File: config.mk
export PLATFORM = sky130hd
export DESIGN_NAME = quant_dequant_nonzero_map
export DESIGN_NICKNAME = d
export VERILOG_FILES = /design/src/hdl/qdnm_pkg.sv /design/src/hdl/qdnm_front.sv /design/src/hdl/qdnm_queue.sv /design/src/hdl/qdnm_back.sv /design/src/hdl/quant_dequant_nonzero_map.sv
export SDC_FILE = /design/constraint.sdc
export NUM_CORES = 2
export LEC_CHECK = 0
export BUFFER_PORTS_ARGS = -buffer_cell sky130_fd_sc_hd__buf_2
export CAP_MARGIN = 0
export CORE_UTILIZATION = 34
export DETAILED_ROUTE_END_ITERATION = 8
export SLEW_MARGIN = 20
export SYNTH_ARGS = -nofsm -noshare
export SYNTH_HDL_FRONTEND = slang
export SYNTH_SLANG_ARGS = --single-unit
File: constraint.sdc
create_clock -name clk -period 10.9 [get_ports clk]
set_clock_uncertainty 0.05 [all_clocks]
set_input_delay 2.18 -clock clk [delete_from_list [all_inputs] [get_ports clk]]
set_output_delay 2.18 -clock clk [all_outputs]
set_load 0.02 [all_outputs]
File: src/hdl/qdnm_pkg.sv
// Shared types and constants for the quantize / dequantize nonzero-map block.
`timescale 1ns / 1ps
`default_nettype none

package qdnm_pkg;

    // Fixed field widths of the stream.
    localparam int COEF_W     = 16;
    localparam int MAP_W      = 64;
    localparam int SCALE_W    = 16;
    localparam int ROUND_W    = 30;
    localparam int SHIFT_W    = 5;
    localparam int CFG_DATA_W = 30;
    localparam int CFG_IDX_W  = 3;

    // Magnitude of a coefficient needs one bit more than the coefficient.
    localparam int MAG_W  = COEF_W + 1;
    // Forward product and its rounded sum.
    localparam int PROD_W = MAG_W + SCALE_W;
    localparam int QSUM_W = PROD_W + 1;

    // Depth of the queue between front and back.
    localparam int QUEUE_DEPTH = 4;
    localparam int QUEUE_PTR_W = 2;

    // Configuration register indexes.
    localparam logic [CFG_IDX_W-1:0] CFG_QUANT_SCALE   = 3'd0;
    localparam logic [CFG_IDX_W-1:0] CFG_QUANT_ROUND   = 3'd1;
    localparam logic [CFG_IDX_W-1:0] CFG_QUANT_SHIFT   = 3'd2;
    localparam logic [CFG_IDX_W-1:0] CFG_DEQUANT_SCALE = 3'd3;
    localparam logic [CFG_IDX_W-1:0] CFG_DEQUANT_ROUND = 3'd4;
    localparam logic [CFG_IDX_W-1:0] CFG_DEQUANT_SHIFT = 3'd5;

    // One input beat.
    typedef struct packed {
        logic signed [COEF_W-1:0] coefficient;
        logic                     group_end;
        logic                     block_end;
    } coef_beat_t;

    // One result beat.
    typedef struct packed {
        logic signed [COEF_W-1:0] level;
        logic signed [COEF_W-1:0] recon;
        logic                     group_nonzero;
        logic                     group_done;
        logic                     block_done;
        logic [MAP_W-1:0]         nonzero_map;
    } res_beat_t;

    // Configuration register file.
    typedef struct packed {
        logic [SCALE_W-1:0] quant_scale;
        logic [ROUND_W-1:0] quant_round;
        logic [SHIFT_W-1:0] quant_shift;
        logic [SCALE_W-1:0] dequant_scale;
        logic [ROUND_W-1:0] dequant_round;
        logic [SHIFT_W-1:0] dequant_shift;
    } cfg_regs_t;

    // Classified item handed from front to back through the queue.
    typedef struct packed {
        logic [PROD_W-1:0] prod;
        logic              neg;
        logic              group_end;
        logic              block_end;
    } fb_item_t;

endpackage : qdnm_pkg

`default_nettype wire

File: src/hdl/qdnm_front.sv
// Front part: accepts coefficients, splits off the sign and forms the forward product.
`timescale 1ns / 1ps
`default_nettype none

module qdnm_front
(
    input  wire logic                 clk,
    input  wire logic                 rst_n,
    input  wire qdnm_pkg::cfg_regs_t  cfg,
    input  wire logic                 coef_valid,
    output logic                      coef_stall,
    input  wire qdnm_pkg::coef_beat_t coef_data,
    output logic                      item_valid,
    input  wire logic                 item_stall,
    output qdnm_pkg::fb_item_t        item_data
);
    import qdnm_pkg::*;

    logic             valid_reg;
    logic             valid_next;
    fb_item_t         data_reg;
    logic             advance;
    logic             neg;
    logic [MAG_W-1:0] coef_ext;
    logic [MAG_W-1:0] mag;

    // The stage moves when it is empty or its beat leaves for the queue.
    assign advance    = !valid_reg || !item_stall;
    assign coef_stall = !advance;

    // Sign and magnitude; the most negative code gives a full 17-bit magnitude.
    assign neg      = coef_data.coefficient[COEF_W-1];
    assign coef_ext = {coef_data.coefficient[COEF_W-1], coef_data.coefficient};
    assign mag      = neg ? (~coef_ext + MAG_W'(1)) : coef_ext;

    always_comb
    begin
        valid_next = valid_reg;
        if (advance)
        begin
            valid_next = coef_valid;
        end
    end

    always_ff @(posedge clk or negedge rst_n)
    begin
        if (!rst_n)
        begin
            valid_reg <= 1'b0;
        end
        else
        begin
            valid_reg <= valid_next;
        end
    end

    // Forward product register.
    always_ff @(posedge clk)
    begin
        if (advance && coef_valid)
        begin
            data_reg.prod      <= mag * cfg.quant_scale;
            data_reg.neg       <= neg;
            data_reg.group_end <= coef_data.group_end;
            data_reg.block_end <= coef_data.block_end;
        end
    end

    assign item_valid = valid_reg;
    assign item_data  = data_reg;

endmodule : qdnm_front

`default_nettype wire

File: src/hdl/qdnm_queue.sv
// Short queue that decouples the front part from the back part.
`timescale 1ns / 1ps
`default_nettype none

module qdnm_queue
(
    input  wire logic               clk,
    input  wire logic               rst_n,
    input  wire logic               push_valid,
    output logic                    push_stall,
    input  wire qdnm_pkg::fb_item_t push_data,
    output logic                    pop_valid,
    input  wire logic               pop_stall,
    output qdnm_pkg::fb_item_t      pop_data
);
    import qdnm_pkg::*;

    fb_item_t               mem [QUEUE_DEPTH];
    logic [QUEUE_PTR_W-1:0] wr_ptr_reg;
    logic [QUEUE_PTR_W-1:0] rd_ptr_reg;
    logic [QUEUE_PTR_W:0]   count_reg;
    logic [QUEUE_PTR_W:0]   count_next;
    logic                   push;
    logic                   pop;

    assign push_stall = (count_reg == (QUEUE_PTR_W + 1)'(QUEUE_DEPTH));
    assign pop_valid  = (count_reg != '0);
    assign push       = push_valid && !push_stall;
    assign pop        = pop_valid && !pop_stall;
    assign pop_data   = mem[rd_ptr_reg];

    always_comb
    begin
        count_next = count_reg;
        if (push && !pop)
        begin
            count_next = count_reg + (QUEUE_PTR_W + 1)'(1);
        end
        else if (pop && !push)
        begin
            count_next = count_reg - (QUEUE_PTR_W + 1)'(1);
        end
    end

    // Pointers and fill level.
    always_ff @(posedge clk or negedge rst_n)
    begin
        if (!rst_n)
        begin
            wr_ptr_reg <= '0;
            rd_ptr_reg <= '0;
            count_reg  <= '0;
        end
        else
        begin
            if (push)
            begin
                wr_ptr_reg <= wr_ptr_reg + QUEUE_PTR_W'(1);
            end
            if (pop)
            begin
                rd_ptr_reg <= rd_ptr_reg + QUEUE_PTR_W'(1);
            end
            count_reg <= count_next;
        end
    end

    // Storage.
    always_ff @(posedge clk)
    begin
        if (push)
        begin
            mem[wr_ptr_reg] <= push_data;
        end
    end

endmodule : qdnm_queue

`default_nettype wire

File: src/hdl/qdnm_back.sv
// Back part: rounds and clips the level, dequantizes it and keeps the group map.
`timescale 1ns / 1ps
`default_nettype none

module qdnm_back
#(
    parameter int COEFF_WIDTH = 16,
    parameter int MAX_GROUPS  = 64
)
(
    input  wire logic                clk,
    input  wire logic                rst_n,
    input  wire qdnm_pkg::cfg_regs_t cfg,
    input  wire logic                item_valid,
    output logic                     item_stall,
    input  wire qdnm_pkg::fb_item_t  item_data,
    output logic                     res_valid,
    input  wire logic                res_stall,
    output qdnm_pkg::res_beat_t      res_data
);
    import qdnm_pkg::*;

    localparam int CW     = COEFF_WIDTH;
    localparam int DPROD_W = CW + SCALE_W + 1;
    localparam int RSUM_W  = ((DPROD_W > ROUND_W) ? DPROD_W : ROUND_W) + 1;
    localparam logic [QSUM_W-1:0] QLIM = QSUM_W'(1) << (CW - 1);
    localparam logic signed [RSUM_W-1:0] REC_HI =
        signed'((RSUM_W'(1) << (CW - 1)) - RSUM_W'(1));
    localparam logic signed [RSUM_W-1:0] REC_LO = -REC_HI - RSUM_W'(1);
    localparam logic [MAP_W-1:0] MAP_MASK = {MAP_W{1'b1}} >> (MAP_W - MAX_GROUPS);

    // Side information that rides along with each level.
    typedef struct packed {
        logic              group_nonzero;
        logic              group_done;
        logic              block_done;
        logic [MAP_W-1:0]  nonzero_map;
    } side_t;

    logic                       a_valid_reg;
    logic                       b_valid_reg;
    logic                       c_valid_reg;
    logic                       a_en;
    logic                       b_en;
    logic                       c_en;
    logic signed [CW-1:0]       a_level_reg;
    side_t                      a_side_reg;
    logic signed [CW-1:0]       b_level_reg;
    logic signed [DPROD_W-1:0]  b_prod_reg;
    side_t                      b_side_reg;
    res_beat_t                  c_res_reg;

    logic [QSUM_W-1:0]          qsum;
    logic [QSUM_W-1:0]          qmag;
    logic [QSUM_W-1:0]          qclip;
    logic [CW-1:0]              level_mag;
    logic signed [CW-1:0]       level;
    logic                       any_reg;
    logic                       any_next;
    logic [MAP_W-1:0]           map_reg;
    logic [MAP_W-1:0]           map_next;
    logic                       any_now;
    side_t                      side;

    logic signed [RSUM_W-1:0]   rsum;
    logic signed [RSUM_W-1:0]   rshift;
    logic signed [RSUM_W-1:0]   rclip;
    logic signed [CW+COEF_W-1:0] level_ext;

    // Stage enables: a stage moves when it is empty or its beat moves on.
    assign c_en       = !c_valid_reg || !res_stall;
    assign b_en       = !b_valid_reg || c_en;
    assign a_en       = !a_valid_reg || b_en;
    assign item_stall = !a_en;

    // Forward rounding, shift and saturation to the coefficient range.
    assign qsum      = QSUM_W'(item_data.prod) + QSUM_W'(cfg.quant_round);
    assign qmag      = qsum >> cfg.quant_shift;
    always_comb
    begin
        qclip = qmag;
        if (item_data.neg)
        begin
            if (qmag > QLIM)
            begin
                qclip = QLIM;
            end
        end
        else if (qmag > (QLIM - QSUM_W'(1)))
        begin
            qclip = QLIM - QSUM_W'(1);
        end
    end
    assign level_mag = qclip[CW-1:0];
    assign level     = item_data.neg ? signed'(~level_mag + CW'(1)) : signed'(level_mag);

    // Group flag and map update, done in stream order as items leave the queue.
    always_comb
    begin
        any_now            = any_reg || (level != '0);
        any_next           = any_now;
        map_next           = map_reg;
        side.group_nonzero = 1'b0;
        side.group_done    = item_data.group_end;
        side.block_done    = item_data.block_end;
        side.nonzero_map   = '0;
        if (item_data.group_end)
        begin
            side.group_nonzero = any_now;
            map_next           = ((map_reg << 1) | MAP_W'(any_now)) & MAP_MASK;
            any_next           = 1'b0;
        end
        if (item_data.block_end)
        begin
            side.nonzero_map = map_next & MAP_MASK;
            map_next         = '0;
            any_next         = 1'b0;
        end
    end

    // Inverse rounding, floor shift and saturation.
    assign rsum   = RSUM_W'(b_prod_reg) + signed'(RSUM_W'(cfg.dequant_round));
    assign rshift = rsum >>> cfg.dequant_shift;
    always_comb
    begin
        rclip = rshift;
        if (rshift > REC_HI)
        begin
            rclip = REC_HI;
        end
        else if (rshift < REC_LO)
        begin
            rclip = REC_LO;
        end
    end
    assign level_ext = (CW + COEF_W)'(b_level_reg);

    // Valid bits and carried state.
    always_ff @(posedge clk or negedge rst_n)
    begin
        if (!rst_n)
        begin
            a_valid_reg <= 1'b0;
            b_valid_reg <= 1'b0;
            c_valid_reg <= 1'b0;
            any_reg     <= 1'b0;
            map_reg     <= '0;
        end
        else
        begin
            if (a_en)
            begin
                a_valid_reg <= item_valid;
            end
            if (b_en)
            begin
                b_valid_reg <= a_valid_reg;
            end
            if (c_en)
            begin
                c_valid_reg <= b_valid_reg;
            end
            if (a_en && item_valid)
            begin
                any_reg <= any_next;
                map_reg <= map_next;
            end
        end
    end

    // Level stage, dequantizing product stage and result register.
    always_ff @(posedge clk)
    begin
        if (a_en && item_valid)
        begin
            a_level_reg <= level;
            a_side_reg  <= side;
        end
        if (b_en && a_valid_reg)
        begin
            b_level_reg <= a_level_reg;
            b_prod_reg  <= DPROD_W'(a_level_reg) * signed'({1'b0, cfg.dequant_scale});
            b_side_reg  <= a_side_reg;
        end
        if (c_en && b_valid_reg)
        begin
            c_res_reg.level         <= level_ext[COEF_W-1:0];
            c_res_reg.recon         <= rclip[COEF_W-1:0];
            c_res_reg.group_nonzero <= b_side_reg.group_nonzero;
            c_res_reg.group_done    <= b_side_reg.group_done;
            c_res_reg.block_done    <= b_side_reg.block_done;
            c_res_reg.nonzero_map   <= b_side_reg.nonzero_map;
        end
    end

    assign res_valid = c_valid_reg;
    assign res_data  = c_res_reg;

endmodule : qdnm_back

`default_nettype wire

File: src/hdl/quant_dequant_nonzero_map.sv
// Top level: configuration registers, front part, queue and back part.
//
// Quantizes each transform coefficient as (|c| * quant_scale + quant_round)
// >> quant_shift with the sign restored, dequantizes the level as
// (level * dequant_scale + dequant_round) >>> dequant_shift, and saturates both
// to the COEFF_WIDTH-bit signed range. A per-group nonzero flag is shifted
// into a MAX_GROUPS-bit map that is given with the block_end beat and then
// cleared. The block takes one coefficient per clock while it does not stall
// its input, and gives one result beat per coefficient; each beat passes the
// forward multiplier register, the queue, the level register, the
// dequantizing multiplier register and the result register. The four-entry
// queue lets the front keep taking beats while the output stalls.
// Configuration writes are taken at any time but must only be made while
// the block is idle.
`timescale 1ns / 1ps
`default_nettype none

module quant_dequant_nonzero_map
#(
    parameter int COEFF_WIDTH = 16,
    parameter int MAX_GROUPS  = 64
)
(
    input  wire logic                           clk,
    input  wire logic                           rst_n,
    input  wire logic                           cfg_we,
    input  wire logic [qdnm_pkg::CFG_IDX_W-1:0]  cfg_index,
    input  wire logic [qdnm_pkg::CFG_DATA_W-1:0] cfg_data,
    input  wire logic                           coef_valid,
    output logic                                coef_stall,
    input  wire qdnm_pkg::coef_beat_t           coef_data,
    output logic                                res_valid,
    input  wire logic                           res_stall,
    output qdnm_pkg::res_beat_t                 res_data
);
    import qdnm_pkg::*;

    cfg_regs_t cfg_reg;
    logic      fq_valid;
    logic      fq_stall;
    fb_item_t  fq_data;
    logic      qb_valid;
    logic      qb_stall;
    fb_item_t  qb_data;

    // Configuration registers; writes to unknown indexes are dropped.
    always_ff @(posedge clk or negedge rst_n)
    begin
        if (!rst_n)
        begin
            cfg_reg <= '0;
        end
        else if (cfg_we)
        begin
            unique case (cfg_index)
                CFG_QUANT_SCALE:   cfg_reg.quant_scale   <= cfg_data[SCALE_W-1:0];
                CFG_QUANT_ROUND:   cfg_reg.quant_round   <= cfg_data[ROUND_W-1:0];
                CFG_QUANT_SHIFT:   cfg_reg.quant_shift   <= cfg_data[SHIFT_W-1:0];
                CFG_DEQUANT_SCALE: cfg_reg.dequant_scale <= cfg_data[SCALE_W-1:0];
                CFG_DEQUANT_ROUND: cfg_reg.dequant_round <= cfg_data[ROUND_W-1:0];
                CFG_DEQUANT_SHIFT: cfg_reg.dequant_shift <= cfg_data[SHIFT_W-1:0];
                default:           cfg_reg               <= cfg_reg;
            endcase
        end
    end

    qdnm_front u_front
    (
        .clk        (clk),
        .rst_n      (rst_n),
        .cfg        (cfg_reg),
        .coef_valid (coef_valid),
        .coef_stall (coef_stall),
        .coef_data  (coef_data),
        .item_valid (fq_valid),
        .item_stall (fq_stall),
        .item_data  (fq_data)
    );

    qdnm_queue u_queue
    (
        .clk        (clk),
        .rst_n      (rst_n),
        .push_valid (fq_valid),
        .push_stall (fq_stall),
        .push_data  (fq_data),
        .pop_valid  (qb_valid),
        .pop_stall  (qb_stall),
        .pop_data   (qb_data)
    );

    qdnm_back
    #(
        .COEFF_WIDTH (COEFF_WIDTH),
        .MAX_GROUPS  (MAX_GROUPS)
    )
    u_back
    (
        .clk        (clk),
        .rst_n      (rst_n),
        .cfg        (cfg_reg),
        .item_valid (qb_valid),
        .item_stall (qb_stall),
        .item_data  (qb_data),
        .res_valid  (res_valid),
        .res_stall  (res_stall),
        .res_data   (res_data)
    );

endmodule : quant_dequant_nonzero_map

`default_nettype wire

== Word level (Yosys, flattened, before mapping) ==
Memory sizes are Yosys's and may differ from the RTL's.
Index checks and enable logic that the tools add are counted.

* Output and inout bits: 101
* Bits in latches: 0
* Bits in read-only memories: 0
* Logic and storage cells: 107
* Bits in registers: 512
* Memory bits (writable): 144
* Input bits: 56
* Memories kept: 1

* Eq/ne operators: 6
* Divide/modulo/power cells: 0
* Multipliers: 2
* Reductions and logical operators: 31
* Shifts and indexed selects: 2
* Mux-type cells: 14
* Add/sub/neg operators: 8
* $lt $le $gt $ge: 4
* Bitwise gates (word level): 3

{| class="wikitable"
|+ Memories
! memory !! depth !! bits a word !! read ports !! clocked after memory_dff !! wr ports !! RTL line !! text
|-
| u_queue.mem || 4 || 36 || 1 || 0 || 1 || qdnm_queue.sv:18 || <nowiki>fb_item_t mem [QUEUE_DEPTH];</nowiki>
|}

{| class="wikitable"
|+ Operators with widths
! kind !! number
|-
| 64-bit two-way mux || 2
|-
| 16-bit two-way mux || 5
|-
| 34-bit by 16-bit > comparator with 1-bit output, second input constant || 2
|-
| 64-bit by 1-bit OR with 64-bit output || 1
|-
| 33-bit by 30-bit adder with 34-bit output || 1
|-
| 33-bit by 31-bit adder with 34-bit output || 1
|-
| 34-bit by 15-bit > comparator with 1-bit output, second input constant || 1
|-
| 34-bit by 16-bit less-than comparator with 1-bit output, second input constant || 1
|-
| 34-bit by 5-bit right shift with 34-bit output || 1
|-
| 34-bit by 5-bit >>> shifter with 34-bit output || 1
|-
| 16-bit by 17-bit multiplier with 33-bit output || 1
|-
| 17-bit by 16-bit multiplier with 33-bit output || 1
|-
| 17-bit by 1-bit adder with 17-bit output, second input constant || 1
|-
| 17-bit two-way mux || 1
|-
| 17-bit inverter || 1
|-
| 16-bit by 1-bit adder with 16-bit output, second input constant || 1
|-
| 16-bit inverter || 1
|-
| 16-bit nonzero test || 1
|-
| 2-bit AND reduction || 6
|-
| 3-bit equality test, second input constant || 3
|-
| 1-bit logical NOT || 9
|-
| 1-bit logical AND || 7
|-
| 3-bit by 2-bit equality test with 1-bit output, second input constant || 2
|-
| 3-bit two-way mux || 2
|-
| other kinds (9) || 17
|}

== Longest topological paths before layout ==
An unclocked memory read counts as a cell.

* Word-level depth: 14
* Depth in mapped cells: 36
* Mapped depth without buffers: 34

== Hierarchy ==
Synthesis repeated with hierarchy kept, for this count alone.

* Cells, all modules: 4,571
* Area total of the unflattened synthesis: 50,449.6 um^2

{| class="wikitable"
|+ By module, submodules not included
! module !! cells each !! times used !! area each (um^2)
|-
| qdnm_back || 3,032 || 1 || 30,640.6
|-
| qdnm_front || 1,097 || 1 || 10,332.4
|-
| qdnm_queue || 224 || 1 || 5,644.2
|-
| quant_dequant_nonzero_map || 218 || 1 || 3,832.4
|}

== Least setup slack after synthesis ==
No wires, ideal clock.

* Kind: input to register
* Start point: input port res_stall
* End point: register u_back.c_res_reg (netlist bit u_back.res_data[0]), enable pin
* Data required time: 10.142 ns
* Arrival time: 9.322 ns
* Cell stages on the path: 1
* Setup slack: 0.820 ns
* Path through: a21boi_0

* Word-level cells in the longest chain between the ends: 3

{| class="wikitable"
|+ RTL lines
! what !! RTL line !! text
|-
| from (decl) || quant_dequant_nonzero_map.sv:33 || <nowiki>input wire logic res_stall,</nowiki>
|-
| 1-bit logical NOT || qdnm_back.sv:71 || <nowiki>assign c_en = !c_valid_reg || !res_stall;</nowiki>
|-
| 1-bit logical OR || qdnm_back.sv:71 ||
|-
| 1-bit logical AND || qdnm_back.sv:185 || <nowiki>if (c_en && b_valid_reg)</nowiki>
|-
| to (decl) || qdnm_back.sv:51 || <nowiki>res_beat_t c_res_reg;</nowiki>
|}

Every way passes these cells.
A chain may end at the register's enable or synchronous reset.

== Worst setup path after layout ==
* Start point: input port coef_data[2] (netlist name)
* End point: register u_front.data_reg (netlist bit u_front.item_data[35]) (data pin)

* Word-level cells in the longest chain between the ends: 4

{| class="wikitable"
|+ RTL lines
! what !! RTL line !! text
|-
| from (decl) || quant_dequant_nonzero_map.sv:31 || <nowiki>input wire qdnm_pkg::coef_beat_t coef_data,</nowiki>
|-
| 17-bit inverter || qdnm_front.sv:34 || <nowiki>assign mag = neg ? (~coef_ext + MAG_W'(1)) : coef_ext;</nowiki>
|-
| 17-bit by 1-bit adder with 17-bit output || qdnm_front.sv:34 ||
|-
| 17-bit two-way mux (*) || qdnm_front.sv:34 ||
|-
| 17-bit by 16-bit multiplier with 33-bit output (*) || qdnm_front.sv:62 || <nowiki>data_reg.prod <= mag * cfg.quant_scale;</nowiki>
|-
| to (decl) || qdnm_front.sv:21 || <nowiki>fb_item_t data_reg;</nowiki>
|}

Mark *: on every way between the ends. The rest lies on a longest branch, timed or not.

==> run_results.csv <==
group,metric,value,unit
routing,drt-total-wl,135000,microns
hold_path,worst_hold_startpoint,"u_back.a_side_reg[2]",
clock_tree,cts.sink_count,656,
worst_setup_path,end_kind,"flop",
synth,synth-main-ff-cell,"edfxtp_1",
clock_tree,cts_tree,"yes",
synth,async_flop_share,0.271,
sta,max_freq,0.102,GHz
sta,hold_viol_final,0,
synth,netlist.area_leader.share,0.285,
worst_setup_path,crit_top_cell,"fa_1",
placed_design,gp_congestion,0.940,
job,maxCapViolCount,0,
synth,yosys-top-cells-area,"edfxtp_1 29%, fa_1 16%, dfrtp_1 8.9%, ha_1 7.3%, nand2_1 4.4%",
synth,synth_area_per_cell,10.7,sq um
hold_path,hold_path_class,"reg2reg",
clock_tree,clock_latency,660,ps
clock_tree,max-clock-path-buffers,3,
grt,grt_first_pass_wirelength,211000,microns
grt,grt_max_degree,79,
die,initial_core_util,0.344,
worst_setup_path,reg2reg_depth,25,
die,core,146000,sq um
die,die_w,387,microns
hold_path,hold_depth,0,
routing,via_per_inst,5.32,
clock_tree,ctsRootBufferMaster,"clkbuf_16",
synth,ys_seq_area_frac,0.374,
routing,drt-pass1-iter-count,6,
synth,synth_top_family_by_area,"adder cells",
synth,synth-adder-area-share,0.234,
clock_tree,h-tree-depth,3,
synth,synth_top_area_cell,"edfxtp_1",
synth,yosysWarnings,0,
routing,drcViolationCount,0,
die,die_h,387,microns
worst_setup_path,path_max_fanout,19,
clock_tree,cts.reportedPaths.clkPinSlew,60,ps
sta,finalMaxSlewViolations,0,
synth,synth_seq_cells,656,
die,num_rows,140,
worst_setup_path,critPathMaxStageDelay,620,ps
grt,track_usage,0.178,
clock_tree,ctsHoldBuffers,0,
cells_and_area,drive_gt1_frac,0.118,
synth,yosys.cell_count.top_type,"nand2_1",
worst_setup_path,r2r_start,"u_queue.rd_ptr_reg[0]",
sta,worstMarginPinSlew,1140,ps
worst_setup_path,worst_path_max_delay_cell,"or4_1",
synth,synth_edf_count,478,
routing,drt_iter0_markers,2732,
clock_tree,cts_resized,0,
synth,ys_top_cells_by_count,"589 x nand2_1, 527 x inv_1, 478 x edfxtp_1",
sta,period_needed,9800,ps
routing,vias,36000,
cells_and_area,nNetsFinal,5538,
grt,grt_pass1_vias,35900,
synth,yosys-mux-area-fraction,0.0589,
worst_setup_path,r2r_end,"u_back.a_side_reg[0]",
sta,slew_headroom,0.232,
worst_setup_path,rrSetupSlack,1560,ps
sta,setup_viol,0,
clock_tree,cts_setup_buffers,0,
worst_setup_path,critPathTopFamily,"adder cells",
sta,setup_tns,0,ps
die,io_pins,157,
synth,synth_cell_type_count,109,
worst_setup_path,cp-start-kind,"primary input",
synth,synth_xor_area_frac,0.0211,
outcome,status,"complete, no violations",
sta,whs,363,ps
routing,wire_per_inst,20.0,microns
synth,synth_compound_area_frac,0.127,
grt,grt_overflow,0,
placed_design,io_buffers,156,
synth,synth_simple_gate_area_frac,0.128,
clock_tree,cts_buffers,74,
sta,rsz0062_at_grt,"no",
hold_path,worstHoldEndpoint,"u_back.b_side_reg[2]",
worst_setup_path,critical_path_class,"in2reg",
worst_setup_path,arrival,10140,ps
worst_setup_path,critPathBufInv,6,
routing,drtAntennaViolNets,0,
cells_and_area,n_fill_cell,14200,
grt,antenna_found_initial,15,
worst_setup_path,timing.critical_path.required,11240,ps
synth,netlist_area,50300,sq um
cells_and_area,area_growth,10.8,%
synth,syn_inst,4699,
placed_design,hpwl,100000,microns
cells_and_area,largest_reg_flops,144,
sta,finalCritPeriodShare,0.899,
die,die_area,149000,sq um
[logic make-up (layout without fill, tap and decap cells)]
family                   Yosys count  in the layout
AO/OA/AOI/OAI                    907            907
XOR/XNOR                         121            121
adder cells (fa/ha/maj)          699            699
buffers and inverters            754            885
flip-flops                       656            656
multiplexers                     222            222
other                              2             17
AND/OR/NAND/NOR                 1338           1338
[cell type report]
cell class / count / area (sq um) / share of cell area
tap: 1917 / 2400 / 0.0430
antenna: 1 / 2.50 / 0.0000449
clock buffer: 96 / 2030 / 0.0364
sequential: 656 / 18800 / 0.338
clock inverter: 41 / 479 / 0.00860
multi-input combinational: 3303 / 28800 / 0.516
inverter: 530 / 1990 / 0.0357
timing repair buffer: 218 / 1260 / 0.0226
[how the worst max path moves through the flow]
stage | startpoint | to | depth (start not counted)
6_report | coef_data[2] | u_front.item_data[35] | 30
3_3_place_gp | coef_data[2] | u_front.item_data[35] | 30
5_1_grt | coef_data[2] | u_front.item_data[35] | 30
4_1_cts | coef_data[2] | u_front.item_data[35] | 30
3_5_place_dp | coef_data[2] | u_front.item_data[35] | 30
2_1_floorplan | res_stall | u_back.res_data[0] | 1
[layout by cell type, fill, tap and decap left out, types with 47 or more instances in the layout]
master     synthesis  layout
nand2_1          589     589
inv_1            527     525
edfxtp_1         478     478
fa_1             405     405
ha_1             294     294
a21oi_1          231     231
and2_1           234     229
nor2_1           178     178
dfrtp_1          178     176
buf_2             16     155
mux2_2           120     120
o21ai_0          113     109
xnor2_1           96      96
clkbuf_16          0      75
nand3_1           74      74
a22o_1            67      67
buf_4              3      61
nor3_1            61      59
a211oi_1          59      59
mux2i_1           53      53
a21o_1            48      48
mux4_2            47      47
[through the flow]
step	cells	setup slack (ps)	cell area, sq um	util
floorplan	4713	820	50300	-
global placement	6623	557	53200	0.364
detailed placement	6623	418	53200	0.364
CTS	6760	1100	55700	0.381
global route	6761	771	55700	0.381
finish	6762	1100	55700	0.381
[routing by layer]
layer  wire [microns]  track usage  up-vias
li1                 -            -    16600
met1            62300        0.251    18200
met2            62300        0.288     1042
met3             7430       0.0246      205
met4             2960       0.0456        0
met5                0            0        -
Power is not shown: default switching activity piles up to over one toggle a cycle in this logic, so the estimate is an artifact.
